File: src/hdl/tmcf_pkg.sv
package tmcf_pkg;

  // Characters the filter reacts to
  localparam logic [7:0] CH_LT     = 8'h3C;
  localparam logic [7:0] CH_GT     = 8'h3E;
  localparam logic [7:0] CH_AT     = 8'h40;
  localparam logic [7:0] CH_DASH   = 8'h2D;
  localparam logic [7:0] CH_SPACE  = 8'h20;
  localparam logic [7:0] CH_PERIOD = 8'h2E;
  localparam logic [7:0] CH_COMMA  = 8'h2C;
  localparam logic [7:0] CH_TAB    = 8'h09;
  localparam logic [7:0] CH_CR     = 8'h0D;

  // Class of the byte last sent out
  typedef enum logic [1:0] {
    CLS_OTHER = 2'd0,
    CLS_COMMA = 2'd1,
    CLS_SPACE = 2'd2
  } emit_class_t;

  // One input request
  typedef struct packed {
    logic [7:0] in_byte;
    logic       line_end;
  } item_t;

  // One result
  typedef struct packed {
    logic [7:0] out_byte;
    logic       last_of_run;
  } result_t;

  // Results produced by one input item, in order
  typedef struct packed {
    logic [1:0] count;
    result_t    first;
    result_t    second;
  } step_t;

endpackage

File: src/hdl/tmcf_core.sv
module tmcf_core (
  input  logic            clk,
  input  logic            rst,
  input  tmcf_pkg::item_t item,
  input  logic            advance,
  output tmcf_pkg::step_t step
);

  logic                      inside_tag;
  logic                      after_at_sign;
  logic                      after_dash;
  tmcf_pkg::emit_class_t     last_class;
  logic                      space_held;

  logic                      inside_tag_next;
  logic                      after_at_sign_next;
  logic                      after_dash_next;
  tmcf_pkg::emit_class_t     last_class_next;
  logic                      space_held_next;

  logic [7:0]                c;
  logic                      ws;
  logic [1:0]                n;
  logic [7:0]                b0;
  logic [7:0]                b1;

  assign c  = item.in_byte;
  assign ws = (c == tmcf_pkg::CH_SPACE) || (c >= tmcf_pkg::CH_TAB && c <= tmcf_pkg::CH_CR);

  // Decide the results and next state for the registered item
  always_comb begin
    inside_tag_next    = inside_tag;
    after_at_sign_next = after_at_sign;
    after_dash_next    = after_dash;
    last_class_next    = last_class;
    space_held_next    = space_held;
    n  = 2'd0;
    b0 = tmcf_pkg::CH_SPACE;
    b1 = tmcf_pkg::CH_SPACE;

    // Release or drop a held space on any non-space byte
    if (space_held && c != tmcf_pkg::CH_SPACE) begin
      space_held_next = 1'b0;
      if (c != tmcf_pkg::CH_PERIOD && c != tmcf_pkg::CH_COMMA) begin
        b0 = tmcf_pkg::CH_SPACE;
        n  = 2'd1;
        last_class_next = tmcf_pkg::CLS_SPACE;
      end
    end

    if (c == tmcf_pkg::CH_LT) begin
      inside_tag_next = 1'b1;
    end else if (c == tmcf_pkg::CH_GT) begin
      inside_tag_next = 1'b0;
    end else if (!inside_tag) begin
      if (c == tmcf_pkg::CH_AT) begin
        after_at_sign_next = 1'b1;
      end else if (after_at_sign && ws) begin
        after_at_sign_next = 1'b0;
      end else begin
        after_at_sign_next = 1'b0;
        if (c == tmcf_pkg::CH_DASH) begin
          after_dash_next = 1'b1;
        end else if (after_dash && ws) begin
          // drop whitespace following a dash run
        end else begin
          after_dash_next = 1'b0;
          if (c == tmcf_pkg::CH_SPACE) begin
            if (!space_held_next && last_class_next != tmcf_pkg::CLS_COMMA &&
                last_class_next != tmcf_pkg::CLS_SPACE) begin
              space_held_next = 1'b1;
            end
          end else begin
            if (n == 2'd0) begin
              b0 = c;
            end else begin
              b1 = c;
            end
            n = n + 2'd1;
            last_class_next = (c == tmcf_pkg::CH_COMMA) ? tmcf_pkg::CLS_COMMA
                                                        : tmcf_pkg::CLS_OTHER;
          end
        end
      end
    end

    // Flush a held space at line end, then clear all state
    if (item.line_end) begin
      if (space_held_next) begin
        if (n == 2'd0) begin
          b0 = tmcf_pkg::CH_SPACE;
        end else begin
          b1 = tmcf_pkg::CH_SPACE;
        end
        n = n + 2'd1;
      end
      inside_tag_next    = 1'b0;
      after_at_sign_next = 1'b0;
      after_dash_next    = 1'b0;
      last_class_next    = tmcf_pkg::CLS_OTHER;
      space_held_next    = 1'b0;
    end
  end

  assign step.count              = n;
  assign step.first.out_byte     = b0;
  assign step.first.last_of_run  = (n == 2'd1);
  assign step.second.out_byte    = b1;
  assign step.second.last_of_run = 1'b1;

  // Update the filter state when the item is handed to the queue
  always_ff @(posedge clk) begin
    if (rst) begin
      inside_tag    <= 1'b0;
      after_at_sign <= 1'b0;
      after_dash    <= 1'b0;
      last_class    <= tmcf_pkg::CLS_OTHER;
      space_held    <= 1'b0;
    end else if (advance) begin
      inside_tag    <= inside_tag_next;
      after_at_sign <= after_at_sign_next;
      after_dash    <= after_dash_next;
      last_class    <= last_class_next;
      space_held    <= space_held_next;
    end
  end

endmodule

File: src/hdl/tmcf_outq.sv
module tmcf_outq (
  input  logic              clk,
  input  logic              rst,
  input  logic              push,
  input  tmcf_pkg::step_t   step,
  output logic [1:0]        room,
  output logic              result_valid,
  input  logic              result_stall,
  output tmcf_pkg::result_t result
);

  logic [1:0]         cnt;
  logic [1:0]         cnt_next;
  logic [1:0]         cnt_left;
  logic               pop;
  tmcf_pkg::result_t  q0;
  tmcf_pkg::result_t  q1;
  tmcf_pkg::result_t  q0_next;
  tmcf_pkg::result_t  q1_next;

  assign result_valid = (cnt != 2'd0);
  assign result       = q0;
  assign pop          = result_valid && !result_stall;
  assign cnt_left     = cnt - {1'b0, pop};
  assign room         = 2'd2 - cnt_left;

  // Shift out the head, then append the new results behind what is left
  always_comb begin
    q0_next  = q0;
    q1_next  = q1;
    cnt_next = cnt_left;
    if (pop) begin
      q0_next = q1;
    end
    if (push) begin
      cnt_next = cnt_left + step.count;
      if (step.count != 2'd0) begin
        if (cnt_left == 2'd0) begin
          q0_next = step.first;
        end else begin
          q1_next = step.first;
        end
      end
      if (step.count == 2'd2) begin
        q1_next = step.second;
      end
    end
  end

  always_ff @(posedge clk) begin
    if (rst) begin
      cnt <= 2'd0;
    end else begin
      cnt <= cnt_next;
    end
  end

  always_ff @(posedge clk) begin
    q0 <= q0_next;
    q1 <= q1_next;
  end

endmodule

File: src/hdl/text_markup_cleanup_filter.sv
// Text markup cleanup filter. Takes one text byte per request and returns zero,
// one or two cleaned bytes, the final one of each item marked last_of_run.
// Tags from '<' to '>' are removed, and '@' and '-' are removed. The first
// whitespace byte after an '@' is dropped, and after a '-' whitespace is dropped
// until some other byte arrives. Space runs collapse to at most one space;
// a space is held back until the next non-space byte or line end decides it.
// All state clears after an item with line_end set. An item sits in the input
// register, where the filter step runs, and its results then wait in a
// two-entry result queue. The block takes one item per cycle while the result
// side keeps up; an item that yields two results can hold back the next item,
// since results leave through the single result port.
module text_markup_cleanup_filter (
  input  logic              clk,
  input  logic              rst,
  input  logic              item_valid,
  output logic              item_stall,
  input  tmcf_pkg::item_t   item,
  output logic              result_valid,
  input  logic              result_stall,
  output tmcf_pkg::result_t result
);

  logic              s1_valid;
  tmcf_pkg::item_t   s1_item;
  tmcf_pkg::step_t   step;
  logic [1:0]        room;
  logic              advance;

  // Hand the item on when the queue can take all its results
  assign advance    = s1_valid && (step.count <= room);
  assign item_stall = s1_valid && !advance;

  // Hold the input register while its item waits for queue room
  always_ff @(posedge clk) begin
    if (rst) begin
      s1_valid <= 1'b0;
    end else if (!item_stall) begin
      s1_valid <= item_valid;
    end
  end

  always_ff @(posedge clk) begin
    if (!item_stall && item_valid) begin
      s1_item <= item;
    end
  end

  tmcf_core u_core (
    .clk     (clk),
    .rst     (rst),
    .item    (s1_item),
    .advance (advance),
    .step    (step)
  );

  tmcf_outq u_outq (
    .clk          (clk),
    .rst          (rst),
    .push         (advance),
    .step         (step),
    .room         (room),
    .result_valid (result_valid),
    .result_stall (result_stall),
    .result       (result)
  );

endmodule
File: config.mk
export PLATFORM = sky130hd
export DESIGN_NAME = text_markup_cleanup_filter
export DESIGN_NICKNAME = d
export VERILOG_FILES = /design/src/hdl/tmcf_pkg.sv /design/src/hdl/tmcf_core.sv /design/src/hdl/tmcf_outq.sv /design/src/hdl/text_markup_cleanup_filter.sv
export SDC_FILE = /design/constraint.sdc
export NUM_CORES = 1
export LEC_CHECK = 0
export ABC_AREA = 1
export BUFFER_PORTS_ARGS = -buffer_cell sky130_fd_sc_hd__buf_2
export CORE_UTILIZATION = 55
export CTS_CLUSTER_SIZE = 24
export DETAILED_ROUTE_END_ITERATION = 8
export GPL_TIMING_DRIVEN = 0
export MAX_ROUTING_LAYER = met4
export PLACE_DENSITY = 0.78
export REMOVE_ABC_BUFFERS = 1
export SLEW_MARGIN = 20
export SYNTH_ARGS = -nofsm -noshare
export SYNTH_HDL_FRONTEND = slang
export SYNTH_SLANG_ARGS = --single-unit
File: constraint.sdc
create_clock -name clk -period 5.3 [get_ports clk]
set_clock_uncertainty 0.15 [all_clocks]
set_input_delay 0.795 -clock clk [delete_from_list [all_inputs] [get_ports clk]]
set_output_delay 0.795 -clock clk [all_outputs]
set_load 0.05 [all_outputs]
After elaboration in Yosys (flattened, before gate mapping). Index checks and enable logic that the tools add are counted.

Flip-flop bits (word level): 36. Input bits: 13.

Reduce and logical (&&, ||, !) cells: 27. Multiplexer cells: 83. Add/sub/neg operators: 5. Eq/ne operators: 20. Magnitude comparators: 3.

Operator list (number): 8-bit 2-to-1 mux (24); 9-bit 2-to-1 mux (7); 2-bit 2-to-1 mux (23); 8-bit by 6-bit == test with 1-bit output, second input constant (5); 1-bit 2-to-1 mux (29); 8-bit by 6-bit != test with 1-bit output, second input constant (3); 2-bit != test, second input constant (7); 1-bit logical AND (11); 8-bit by 7-bit == test with 1-bit output, second input constant (1); 8-bit by 4-bit >= comparator with 1-bit output, second input constant (1); 8-bit by 4-bit <= comparator with 1-bit output, second input constant (1); 7-bit AND reduction (1); 2-bit zero test (3); 2-bit nonzero test (3); 2-bit by 1-bit adder with 2-bit output, second input constant (2); 1-bit zero test (4); 4-bit AND reduction (1); 3-bit by 2-bit != test with 1-bit output, second input constant (1); 3-bit AND reduction (1); 3-bit nonzero test (1); 2-bit adder (1); 2-bit by 1-bit == test with 1-bit output, second input constant (1); 2-bit == test, second input constant (1); 2-bit <= comparator (1); other kinds (5) (5).

Logic depth before layout (Yosys ltp).
Word-level depth: 24. Mapped depth: 25. Gate-level depth less buffers: 25.

By module. From an unflattened synthesis, not the netlist that was laid out.

Cell total of the unflattened synthesis: 313. Area total of the unflattened synthesis: 2301.0 um^2.

By module, submodules not included: tmcf_outq (cells an instance 139, area each 1063.5 um^2, instances 1); tmcf_core (cells an instance 148, area each 852.1 um^2, instances 1); text_markup_cleanup_filter (cells an instance 26, area each 385.4 um^2, instances 1).

Least setup slack after synthesis. No wires, ideal clock.

Kind: register to register. From: reg s1_item[5] in the netlist's numbering. To: reg u_outq.q1[0] in the netlist's numbering (enable). Data arrival time: 3.673 ns. Clock period less this slack: 4.201 ns. Setup slack: 1.099 ns. Required time: 4.772 ns. Buffers on the path: 1. Stages on the path, launching flop included: 21. Path through: edfxtp_1 > inv_2 > nand2_1 > nor2_4 > nand2_2 > nand3_4 > inv_1 > ha_1 > o21ai_4 > ha_1 > nand4_1 > nand2_2 > ha_1 > inv_1 > nor2_1 > o22ai_1 > nand2_1 > inv_1 > clkbuf_1 > nand2_1 > a21oi_1.

Longest elaborated chain between the ends: 21.

Ends and longest elaborated chain: start: declaration (line text_markup_cleanup_filter.sv:24) `tmcf_pkg::item_t s1_item;`; start signal: assignment (line text_markup_cleanup_filter.sv:44) `s1_item <= item;`; parallel branches: the longest is 17 deep, another holds 2-bit by 1-bit adder with 2-bit output; 2-bit 2-to-1 mux * (line tmcf_core.sv:88) `if (item.line_end) begin`; 2-bit == test, or another cell as far along (line tmcf_outq.sv:44) `if (step.count == 2'd2) begin`; 2-bit != test (no line), or another cell as far along; 3-bit AND reduction (no line) *; end signal: assignment (line tmcf_outq.sv:60) `q1 <= q1_next;`; end: declaration (line tmcf_outq.sv:17) `tmcf_pkg::result_t q1;`.

Mark *: on every way between the ends. A chain may end at the register's enable or synchronous reset.

Worst setup path in the final report.
From: reg s1_item[1] in the netlist's numbering. To: reg u_outq.q1[6] in the netlist's numbering (enable).

Same word-level chain as after synthesis.

==> results.toml <==
[outcome]
outcome = "finished, final reports clean"

[sta]
finalSetupTns_ns = 0
hold_viol = 0
final_max_slew_viol_count = 0
post-route-min-period_ns = 4.55
clock.fmax_mhz = 220
tightest_slew_ns = 0.815
post-route-period-util = 0.859
setup_viol = 0
max_slew_margin = 0.457
rsz0062_at_grt = "false"

[global_routing]
grt_pass1_vias = 1624
track_usage = 0.212
use_met3 = 0.0493
grt_pass1_wl_um = 6620
antenna_found_initial = 0
grt.met1_usage = 0.213
grt-ovfl-total = 0
grt_max_degree = 18
grt.busiest_layer = "met2"
use_met2 = 0.384

[worst_setup_path]
path_buf_inv = 4
crit_cells = 19
crit_path_max_fanout = 14
rr_worst_depth = 19
cpMaxStageDelayCell = "a21oi_1"
crit_arrival_ns = 4.32
crit_path_end_kind = "flop"
required_ns = 5.07
slowest_delay_ns = 0.65
cpLargestDelayFamily = "compound AO/OA/AOI/OAI gates"
path_cells = "inv_2 > nand2_4 > nor2_4 > nand2_4 > nand3_4 > inv_1 > ha_1 > o21ai_4 > ha_1 > nand4_1 > nand2_2 > ha_1 > inv_1 > nor2_1 > o22ai_1 > nand2_1 > inv_1 > nand2_1 > a21oi_1"
worst-setup-path-type = "reg2reg"
start_kind = "flop"

[clocking]
clk_latency_ns = 0.29
cts_sinks = 36
root_buffer = "clkbuf_8"
cts_setup_buffers = 0
h-tree-depth = 2
numCtsBuffers = 5
clock_path_buffers = 2
hold_buffers = 0
cts_resized = 0
tritoncts = "done"
clk_pin_slew_ns = 0.07

[cells_and_area]
antenna_cells = 0
fillCellCount = 327
regArea_um2 = 901
post-route-util = 0.654
drive_gt1_frac = 0.255
area_growth_pct = 12.0
finalNetCount = 317
multi_input_area_um2 = 1120

[routing]
drt_iter0_markers = 52
routed_wl_um = 3880
post_drt_wl_per_cell_um = 11.2
vias_per_cell = 5.04
drtPass1Iterations = 4
final_antenna_net_count = 0
remaining_drc_errors = 0
num_vias = 1745

[yosys]
ys_ff_latch = 36
synthAdderAreaFrac = 0.0400
netlist-cell-type-count = 30
yosysWarnings = 0
synth_top_family_by_area = "simple AND/OR/NAND/NOR gates"
avgSynthCellArea_um2 = 8.04
syn_area_um2 = 2190
synth_compound_area_frac = 0.0858
yosys.area_share.simple = 0.368
synthMuxAreaShare = 0
synth_xor_area_frac = 0.0166
yosysSeqAreaShare = 0.412
syn_inst = 272

[place]
gp_congestion = 0.858
dp_hpwl_um = 3070
io_buffers = 23

[floorplan]
die_area_um2 = 4230
io_pins = 24
core_um2 = 3740
rows = 22
start_util = 0.584
fp.dieW_um = 65.1
die_height_um = 65.1

[power_and_ir_drop]
power.leakage_nw = 1.19
ir_worst_vdd_v = 0.000371
p_per_area_nw_per_um2 = 491

[min_path]
hold_depth = 2
min_path_type = "reg2reg"

[run]
drv_cap = 0
[area by class of cell]
type                       count  area share
clock inverter                 2      0.0138
timing repair buffer          23      0.0470
tap                           48      0.0245
sequential                    36       0.368
inverter                      37      0.0567
multi-input combinational    194       0.456
clock buffer                   6      0.0337
[power breakdown]
group          internal (W)  total [W]  switching, W
logic              0.000148   0.000537      0.000389
clock network      0.000151   0.000245     0.0000940
registers          0.000382   0.000421     0.0000394
[per-stage QoR]
stage	worst slack [ns]	total power, W	std cells	hold WS [ns]	cell area (µm²)
6_report	0.748	0.00120	346	0.305	2450
5_1_grt	0.403	0.00128	346	0.344	2450
4_1_cts	0.727	0.00121	346	0.313	2450
3_5_place_dp	0.615	0.000968	338	0.304	2330
3_3_place_gp	0.678	0.000944	338	0.294	2330
2_1_floorplan	1.24	0.000855	267	0.278	2160
[sequential cells by signal (all words and copies together), names as in the netlist]
register and count:
u_core.after_at_sign 1, u_core.last_class 2, u_outq.q1 9, u_outq.result 9, u_core.space_held 1, u_core.inside_tag 1, s1_item 9, u_outq.cnt 2
u_core.after_dash 1, s1_valid 1
[synthesized netlist by cell type (all sizes together)]
master / count / area (µm²)
nand3: 13 / 103
nand4: 11 / 68.8
dfxtp: 18 / 360
nor4: 1 / 6.26
edfxtp: 18 / 541
xnor2: 2 / 36.3
ha: 7 / 87.6
buf: 2 / 18.8
nand2: 104 / 470
clkbuf: 3 / 11.3
inv: 36 / 135
nor2: 24 / 136
nor3: 3 / 15.0
a21oi: 10 / 50.1
o31ai: 1 / 7.51
o21ai: 15 / 116
clkinv: 1 / 3.75
o211ai: 1 / 7.51
o22ai: 1 / 6.26
or2: 1 / 6.26
[final timing paths]
| path | slack [ns] | end | from |
|---|---|---|---|
| setup reg to reg | 0.75 | u_outq.q1[6] | s1_item[1] |
| setup / recovery | 0.75 | u_outq.q1[6] | s1_item[1] |
| hold / removal | 0.31 | u_core.after_dash | u_core.after_dash |
| hold reg to reg | 0.31 | u_core.after_dash | u_core.after_dash |
[metal layers]
layer  vias up  share of wire
li1        929              -
met4         0          0.017
met3         7          0.033
met5         -              0
met1       774           0.45
met2        35           0.50
[kinds of logic after synthesis]
family	after synthesis
adders and majority gates	7
and+or+nand+nor	157
AOI/OAI and AO/OA	28
xor gates and xnor gates	2
DFF	36
buffers and inverters	42
[placed cells by master (no fill, tap or decap), types with 4 or more instances in the layout]
cell | Yosys | routed
nand4_1 | 11 | 11
clkbuf_8 | 0 | 6
ha_1 | 7 | 7
nand2_2 | 11 | 11
dfxtp_1 | 18 | 18
o21ai_0 | 6 | 6
nor2_1 | 19 | 19
nand3_1 | 10 | 10
nand2_1 | 86 | 86
nand2_4 | 7 | 7
inv_1 | 27 | 27
nor2_4 | 4 | 4
inv_2 | 9 | 9
edfxtp_1 | 18 | 18
a21oi_1 | 10 | 10
o21ai_2 | 8 | 8
buf_2 | 0 | 23
[worst min-delay path: cells and delay by family, from the launching register on]
kind            cells  cell delay [ns]
simple gates        1             0.06
compound gates      1             0.05
flops               1             0.31
(Power assumes the default switching activity.)
